$ cat config.mk
export PLATFORM = sky130hd
export DESIGN_NAME = cht_ctrl
export DESIGN_NICKNAME = d
export VERILOG_FILES = /design/src/sv/cht_pkg.sv /design/src/sv/cht_ctrl.sv
export SDC_FILE = /design/constraint.sdc
export NUM_CORES = 1
export LEC_CHECK = 0
export ABC_AREA = 1
export BUFFER_PORTS_ARGS = -buffer_cell sky130_fd_sc_hd__buf_2
export CORE_MARGIN = 5
export CORE_UTILIZATION = 55
export DETAILED_ROUTE_END_ITERATION = 10
export PLACE_DENSITY = 0.83
export SYNTH_ARGS = -nofsm -noshare
export SYNTH_HDL_FRONTEND = slang
export SYNTH_SLANG_ARGS = --single-unit
export TNS_END_PERCENT = 30
$ cat constraint.sdc
create_clock -name clk_i -period 2.7 [get_ports clk_i]
set_input_delay 0.27 -clock clk_i [delete_from_list [all_inputs] [get_ports clk_i]]
set_output_delay 0.27 -clock clk_i [all_outputs]
set_load 0.01 [all_outputs]
$ cat src/sv/cht_pkg.sv
`default_nettype none
// ----------------------------------------------------------------------------
// cht_pkg
// Types, constants and command/status structs shared by the cuckoo hash core.
// ----------------------------------------------------------------------------
package cht_pkg;

  typedef enum logic [1:0] {
    KIND_GET    = 2'd0,
    KIND_PUT    = 2'd1,
    KIND_REMOVE = 2'd2,
    KIND_NONE   = 2'd3
  } kind_e;

  typedef enum logic [1:0] {
    STAT_OK    = 2'd0,
    STAT_MISS  = 2'd1,
    STAT_FULL  = 2'd2,
    STAT_RSVD  = 2'd3
  } status_e;

  typedef enum logic [1:0] {
    CFG_LEFT_LOW   = 2'd0,
    CFG_LEFT_HIGH  = 2'd1,
    CFG_RIGHT_LOW  = 2'd2,
    CFG_RIGHT_HIGH = 2'd3
  } cfg_idx_e;

  localparam int unsigned CfgIdxBits = 2;
  localparam int unsigned CountBits  = 12;
  localparam int unsigned SipRounds  = 8;  // 2 compression rounds per message word + 4 finalization (64-bit key)

  localparam logic [63:0] SipC0 = 64'h736f6d6570736575;
  localparam logic [63:0] SipC1 = 64'h646f72616e646f6d;
  localparam logic [63:0] SipC2 = 64'h6c7967656e657261;
  localparam logic [63:0] SipC3 = 64'h7465646279746573;

  typedef struct packed {
    logic [63:0] v0;
    logic [63:0] v1;
    logic [63:0] v2;
    logic [63:0] v3;
  } sip_state_t;

  // one SipRound
  function automatic sip_state_t sip_round(input sip_state_t s);
    sip_state_t r;
    r = s;
    r.v0 = r.v0 + r.v1; r.v1 = {r.v1[50:0], r.v1[63:51]}; r.v1 = r.v1 ^ r.v0;
    r.v0 = {r.v0[31:0], r.v0[63:32]};
    r.v2 = r.v2 + r.v3; r.v3 = {r.v3[47:0], r.v3[63:48]}; r.v3 = r.v3 ^ r.v2;
    r.v0 = r.v0 + r.v3; r.v3 = {r.v3[42:0], r.v3[63:43]}; r.v3 = r.v3 ^ r.v0;
    r.v2 = r.v2 + r.v1; r.v1 = {r.v1[46:0], r.v1[63:47]}; r.v1 = r.v1 ^ r.v2;
    r.v2 = {r.v2[31:0], r.v2[63:32]};
    return r;
  endfunction

  // datapath commands
  typedef struct packed {
    logic hash_start;   // start both hashes on the current key
    logic load_in;      // capture the input item as the carried pair
    logic rd_idx;       // read both tables at the hashed indices
    logic rd_evict;     // read the victim slot on the current side
    logic wr_left;      // write carried pair at left index
    logic wr_right;     // write carried pair at right index
    logic wr_val_only;  // write value only (update)
    logic set_valid;    // set the valid mark with the write
    logic clr_left;     // clear left valid mark at left index
    logic clr_right;    // clear right valid mark at right index
    logic swap;         // carried pair takes the evicted pair
    logic flip_side;
    logic side_init;
    logic cnt_inc;
    logic cnt_dec;
    logic res_load;
    status_e res_status;
    logic res_fval_hit_left;
    logic res_fval_hit_right;
    logic res_homeless;
  } cht_cmd_t;

  typedef struct packed {
    logic init_busy;    // valid marks are still being cleared after reset
    logic hash_done;
    logic in_left;
    logic in_right;
    logic left_valid;
    logic right_valid;
    logic side_left;    // current eviction side is left
    logic cur_free;     // the slot on the current side at its new index is free
  } cht_sts_t;

endpackage
`default_nettype wire

$ cat src/sv/cht_ctrl.sv
`default_nettype none
// ----------------------------------------------------------------------------
// cht_ctrl
// Operation sequencer: hash, read, decide, evict, answer.
// ----------------------------------------------------------------------------
module cht_ctrl #(
  parameter int unsigned MaxKicks = 64
) (
  input  wire logic clk_i,
  input  wire logic rst_ni,
  input  wire logic in_valid_i,
  output logic      in_ready_o,
  input  wire logic [1:0] in_kind_i,
  output logic      out_valid_o,
  input  wire logic out_ready_i,
  output cht_pkg::cht_cmd_t cmd_o,
  input  wire cht_pkg::cht_sts_t sts_i
);
  typedef enum logic [8:0] {
    S_IDLE  = 9'b0_0000_0001,
    S_HASH  = 9'b0_0000_0010,
    S_READ  = 9'b0_0000_0100,
    S_DEC   = 9'b0_0000_1000,
    S_EVRD  = 9'b0_0001_0000,
    S_EVSW  = 9'b0_0010_0000,
    S_EVHSH = 9'b0_0100_0000,
    S_OUT   = 9'b0_1000_0000,
    S_EVDEC = 9'b1_0000_0000
  } state_e;

  localparam int unsigned KickBits = $clog2(MaxKicks + 1);

  state_e state_q, state_d;
  cht_pkg::kind_e kind_q;
  logic [KickBits-1:0] kick_q, kick_d;
  logic rd_wait_q, rd_wait_d;

  always_comb begin
    cmd_o = '0;
    cmd_o.res_status = cht_pkg::STAT_MISS;
    state_d = state_q;
    kick_d  = kick_q;
    rd_wait_d = 1'b0;
    case (state_q)
      S_IDLE: begin
        if (in_valid_i && !sts_i.init_busy) begin
          cmd_o.load_in = 1'b1;
          cmd_o.side_init = 1'b1;
          state_d = S_HASH;
        end
      end
      S_HASH: begin
        cmd_o.hash_start = 1'b1;
        state_d = S_READ;
      end
      S_READ: begin
        // wait for index, then for the registered RAM read
        if (sts_i.hash_done) rd_wait_d = 1'b1;
        if (rd_wait_q) state_d = S_DEC;
      end
      S_DEC: begin
        cmd_o.res_load = 1'b1;
        state_d = S_OUT;
        case (kind_q)
          cht_pkg::KIND_GET: begin
            if (sts_i.in_left) begin
              cmd_o.res_status = cht_pkg::STAT_OK; cmd_o.res_fval_hit_left = 1'b1;
            end else if (sts_i.in_right) begin
              cmd_o.res_status = cht_pkg::STAT_OK; cmd_o.res_fval_hit_right = 1'b1;
            end
          end
          cht_pkg::KIND_REMOVE: begin
            if (sts_i.in_left) begin
              cmd_o.res_status = cht_pkg::STAT_OK; cmd_o.clr_left = 1'b1;
              cmd_o.cnt_dec = 1'b1;
            end else if (sts_i.in_right) begin
              cmd_o.res_status = cht_pkg::STAT_OK; cmd_o.clr_right = 1'b1;
              cmd_o.cnt_dec = 1'b1;
            end
          end
          cht_pkg::KIND_PUT: begin
            cmd_o.res_status = cht_pkg::STAT_OK;
            if (sts_i.in_left) begin
              cmd_o.wr_left = 1'b1; cmd_o.wr_val_only = 1'b1;
            end else if (sts_i.in_right) begin
              cmd_o.wr_right = 1'b1; cmd_o.wr_val_only = 1'b1;
            end else if (!sts_i.left_valid) begin
              cmd_o.wr_left = 1'b1; cmd_o.set_valid = 1'b1; cmd_o.cnt_inc = 1'b1;
            end else if (!sts_i.right_valid) begin
              cmd_o.wr_right = 1'b1; cmd_o.set_valid = 1'b1; cmd_o.cnt_inc = 1'b1;
            end else begin
              cmd_o.res_load = 1'b0;
              kick_d = '0;
              state_d = S_EVSW;
            end
          end
          default: ;
        endcase
      end
      S_EVSW: begin
        // victim was read on current side: write carried pair there, take victim
        if (sts_i.side_left) cmd_o.wr_left = 1'b1;
        else                 cmd_o.wr_right = 1'b1;
        cmd_o.swap = 1'b1;
        cmd_o.flip_side = 1'b1;
        kick_d = kick_q + KickBits'(1);
        state_d = S_EVHSH;
      end
      S_EVHSH: begin
        cmd_o.hash_start = 1'b1;
        state_d = S_EVRD;
      end
      S_EVRD: begin
        if (sts_i.hash_done) rd_wait_d = 1'b1;
        if (rd_wait_q) state_d = S_EVDEC;
      end
      S_EVDEC: begin
        if (sts_i.cur_free) begin
          if (sts_i.side_left) cmd_o.wr_left = 1'b1;
          else                 cmd_o.wr_right = 1'b1;
          cmd_o.set_valid = 1'b1;
          cmd_o.cnt_inc = 1'b1;
          cmd_o.res_load = 1'b1;
          cmd_o.res_status = cht_pkg::STAT_OK;
          state_d = S_OUT;
        end else if (kick_q == KickBits'(MaxKicks)) begin
          cmd_o.res_load = 1'b1;
          cmd_o.res_status = cht_pkg::STAT_FULL;
          cmd_o.res_homeless = 1'b1;
          state_d = S_OUT;
        end else begin
          state_d = S_EVSW;
        end
      end
      S_OUT: begin
        if (out_ready_i) state_d = S_IDLE;
      end
      default: state_d = S_IDLE;
    endcase
  end

  always_ff @(posedge clk_i or negedge rst_ni) begin
    if (!rst_ni) begin
      state_q <= S_IDLE;
      kick_q <= '0;
      rd_wait_q <= 1'b0;
      kind_q <= cht_pkg::KIND_GET;
    end else begin
      state_q <= state_d;
      kick_q <= kick_d;
      rd_wait_q <= rd_wait_d;
      if (in_valid_i && in_ready_o) kind_q <= cht_pkg::kind_e'(in_kind_i);
    end
  end

  assign in_ready_o  = (state_q == S_IDLE) && !sts_i.init_busy;
  assign out_valid_o = (state_q == S_OUT);

  a_out_one: assert property (@(posedge clk_i) disable iff (!rst_ni)
    !(in_ready_o && out_valid_o)) else $error("accept and result overlap");
  a_kick_bound: assert property (@(posedge clk_i) disable iff (!rst_ni)
    kick_q <= KickBits'(MaxKicks)) else $error("eviction count overrun");
  a_out_hold: assert property (@(posedge clk_i) disable iff (!rst_ni)
    out_valid_o && !out_ready_i |=> out_valid_o) else $error("result dropped");
endmodule
`default_nettype wire

# --- Yosys cells after proc, flatten, opt, wreduce, memory -nomap -nowiden ---
# Cells that the tools add are included.
word_totals:
  output_inout_bits: 23
  elab_cells: 103
  input_bits: 14
  regBits: 19
op_classes:
  eq_ne: 21
  n_reduce_logical: 11
  muxes: 66
  n_addsub: 1
op_table:
  columns: ["op", "n"]
  rows:
  - ["$pmux 9 s9", 1]
  - ["$mux 8", 6]
  - ["$mux 9", 5]
  - ["$mux 7", 5]
  - ["$mux 1", 34]
  - ["$ne 2x2->1 const B", 7]
  - ["$pmux 7 s2", 1]
  - ["$mux 2", 6]
  - ["$eq 9x1->1 const B", 1]
  - ["$eq 9x2->1 const B", 1]
  - ["$eq 9x3->1 const B", 1]
  - ["$eq 9x4->1 const B", 1]
  - ["$eq 9x5->1 const B", 1]
  - ["$eq 9x6->1 const B", 1]
  - ["$eq 9x7->1 const B", 1]
  - ["$eq 9x8->1 const B", 1]
  - ["$eq 9x9->1 const B", 1]
  - ["$add 7x1->7 const B", 1]
  - ["$eq 7x7->1 const B", 1]
  - ["$mux 3", 2]
  - ["$pmux 2 s3", 1]
  - ["$pmux 3 s2", 1]
  - ["$reduce_and 6->1", 1]
  - ["$reduce_or 2->1", 3]
  - ["other kinds (11)", 15]

# --- Depth between registers and ports, before layout ---
logic_depth:
  depth_word: 6
  mapped_depth: 10
  depth_no_buf: 10

# --- Worst setup path before layout ---
# Ideal clock, no wire load.
synth_path:
  kind: "reg2out"
  start: "register state_q[5]"
  end: "output port cmd_o[13] (netlist bit)"
  required_ps: 2430
  slack_ps: 1086
  path_stages_with_launch: 9
  arrival_ps: 1344
  n_path_buf: 1
  cell_sequence: "dfrtp_1 nor2_4 nand2_2 nor2_8 nand2_2 inv_2 nand4_1 nand2_1 buf_4"
synth_lines:
  columns: ["item", "line_no", "text"]
  rows:
  - ["start: declaration", "cht_ctrl.sv:33", "state_e state_q, state_d;"]
  - ["start signal: assignment", "cht_ctrl.sv:149", "state_q <= state_d;"]
  - ["end: declaration", "cht_ctrl.sv:16", "output cht_pkg::cht_cmd_t cmd_o,"]

==> out/results.txt <==
register area share after synthesis = 31.8%
worst slack at placement = 935 ps
CP startpoint kind = register
post-detail-place hpwl = 2680 um
CTS Buffer Depth = 2
Area growth, synth to finish = 14.1%
leading post-synthesis cells by cell area = dfrtp_1 (30%), nand2_1 (15%), inv_1 (8.5%)
total clock sinks = 19
final std cells w/o fill = 289
Post-Route WL = 3260 um
DRC violations left = 0
slowest CP cell = dfrtp_1
Pint = 0.000610 W
YS warnings = 0
Fillers = 276
Top Ports = 37
CP Max Fanout = 8
Die X = 62.2 um
Clock Latency Late Sink = 300 ps
Hold Worst Slack = 166 ps
Final Max Slew Viols = 0
final worst-path setup slack = 606 ps
Port Buffer Count = 34
vias in the first global route = 1,424
# diodes = 0
synthesized flop and latch total = 19
total grt overflow = 0
TritonCTS buffer count = 3
Inst Count DP = 284
gpl congestion = 0.909
CTS tree = yes
Sequential Power Share = 37.6%
Final min period = 2090 ps
status = complete, no violations
Synth cell types = 32
switch share = 46.9%
required time worst endpoint = 2430 ps
share of layout cells above drive strength 1 = 24.4%
Comb power frac = 49.5%
first-pass GRT wire length = 5910 um
setup_tns = 0 ps
Initial Util = 55.8%
fmax = 0.478 GHz
Core Rows = 19
pin count of the biggest net entering global routing = 20
Post-Syn Area = 1500 um2
drt wl/cell = 11.3 um
Via density = 4.96
GRT Total Usage = 18.0%
Leak = 1.00 nW
Worst setup EP type = primary output
unrepaired setup endpoints after global routing = false
final setup vio count = 0
Peak VDD IR = 0.000509 V
CP Data Arrival Time = 1820 ps
Hold Vio Cnt, Final = 0
H-tree depth = 1
clock slew at reported path FFs = 110 ps
# Max-Cap Violations = 0
Layout Nets = 275
fin crit share = 77.5%
DRT iter0 DRCs = 72
total power = 0.00115 W
post-synth top area share = 30.1%
Clock Power Share = 12.9%
crit-path cells = nor2_4 > nand2_2 > nor2_8 > nand2_2 > inv_2 > nand3_1 > nor3_2 > buf_2
Worst Setup Path Type = register to primary output
Setup Skew = 4.98 ps
Root Driver = clkbuf_4
Psw = 0.000539 W
synthesized area per cell = 6.72 um2
initial antenna violation count = 0
first-pass iteration count of the detailed router = 4
area leader, netlist = dfrtp_1
via count = 1,434
Syn Inst Count = 223
die height = 62.2 um
core area = 2690 um2
CP most frequent cell = nand2_2
slowest stage delay, CP = 460 ps
die area = 3870 um2
PwrDens = 672 nW/um2
number of routed nets with antenna violations = 0
worst hold path type = primary input to register
==> layout make-up <==
| type | count | area, um2 | share of cell area, % |
|---|---|---|---|
| clock buffers | 4 | 26.3 | 1.54 |
| inverters | 39 | 146 | 8.56 |
| multi-input cells | 161 | 842 | 49.2 |
| flip-flops and latches | 19 | 477 | 27.9 |
| well taps | 31 | 38.8 | 2.27 |
| repair buffers | 35 | 180 | 10.5 |
==> routing by layer <==
layer | wire length [um] | track usage (%)
met3 | 143 | 3.24
met1 | 1500 | 23.0
met4 | 40 | 5.15
met2 | 1580 | 30.8
met5 | 0 | 0
==> layout by cell type, fill, tap and decap left out <==
| cell | count |
|---|---|
| nand2_1 | 61 |
| inv_1 | 34 |
| buf_2 | 34 |
| nor2_1 | 28 |
| nand3_1 | 22 |
| dfrtp_1 | 18 |
| nand2_2 | 8 |
| nand4_1 | 7 |
| nor3_1 | 5 |
| nor2_4 | 4 |
| inv_2 | 4 |
| o21ai_0 | 4 |
| o21ai_1 | 3 |
| clkbuf_4 | 3 |
| ha_1 | 2 |
| conb_1 | 2 |
| clkinv_1 | 1 |
| nand2_4 | 1 |
| nor3_4 | 1 |
| nor2_8 | 1 |
| nand3_2 | 1 |
| nand3_4 | 1 |
| nor3_2 | 1 |
| o21ai_2 | 1 |
| o211ai_1 | 1 |
| a21oi_1 | 1 |
| nor4_1 | 1 |
| a21boi_0 | 1 |
| o211ai_2 | 1 |
| xor2_1 | 1 |
| xnor2_1 | 1 |
| o21ai_4 | 1 |
| clkbuf_1 | 1 |
| dlygate4sd3_1 | 1 |
| dfstp_2 | 1 |
==> metrics by stage <==
step	area (um2)	util [%]
3_3_place_gp	1670	62.3
2_1_floorplan	1500	-
4_1_cts	1710	63.7
5_1_grt	1710	63.7
6_report	1710	63.7
3_5_place_dp	1670	62.3
==> power by group through the flow <==
stage	Clock, W	Combinational [W]	Sequential [W]
4_1_cts	0.000154	0.000573	0.000431
6_report	0.000148	0.000569	0.000432
2_1_floorplan	0	0.000458	0.000421
5_1_grt	0.000163	0.000660	0.000444
3_3_place_gp	0	0.000560	0.000436
3_5_place_dp	0	0.000569	0.000438
==> what timing repair did <==
action                    in CTS  in global routing
resized for setup              0                  0
hold endpoints to repair      18                  0
hold buffers                   1                  0
buffers inserted               0                  0
==> final timing paths <==
kind	end	start	depth (start not counted)	slack, ps
max	cmd_o[1]	state_q[5]	8	610
min	kind_q[1]	in_kind_i[1]	3	170
max reg2reg	kick_q[0]	state_q[2]	10	1160
min reg2reg	kick_q[0]	kick_q[0]	1	560
max in group asynchronous	state_q[0]	rst_ni	2	1950
min in group asynchronous	state_q[4]	rst_ni	2	420
==> cell usage after synthesis <==
| library cell | n |
|---|---|
| nor4_1 | 1 |
| nand3_2 | 1 |
| o21ai_1 | 3 |
| nand4_1 | 7 |
| nand2_4 | 1 |
| nor3_2 | 1 |
| ha_1 | 2 |
| o21ai_4 | 1 |
| o21ai_2 | 1 |
| inv_1 | 34 |
| nand2_1 | 61 |
| nor2_1 | 28 |
| nand2_2 | 8 |
| conb_1 | 1 |
| o211ai_1 | 1 |
| nor3_1 | 5 |
| clkinv_1 | 1 |
| nand3_1 | 22 |
| nor3_4 | 1 |
| dfrtp_1 | 18 |
| nor2_8 | 1 |
| a21boi_0 | 1 |
| xor2_1 | 1 |
| o211ai_2 | 1 |
| xnor2_1 | 1 |
| nor2_4 | 4 |
| buf_4 | 5 |
| o21ai_0 | 4 |
| a21oi_1 | 1 |
| inv_2 | 4 |
| dfstp_2 | 1 |
| nand3_4 | 1 |
==> registers in the layout, indices dropped and copies added (netlist names) <==
name,cells
state_q,9
rd_wait_q,1
kick_q,7
kind_q,2
==> critical path, delay by kind of cell, from the launching register on <==
kind	cells	cell delay, ps
AND/OR/NAND/NOR	6	800
buffers and inverters	2	260
flip-flops	1	460
==> kinds of logic (layout without fill, tap and decap cells) <==
logic type	after synthesis	in the layout	share of synthesized area (%)
flip-flops	19	19	31.8
adder cells (fa/ha/maj)	2	2	1.67
AO/OA/AOI/OAI	13	13	6.18
buffers and inverters	44	78	12.3
AND/OR/NAND/NOR	142	142	46.7
XOR/XNOR	2	2	1.17
other	1	2	0.250
(Power assumes the default switching activity.)
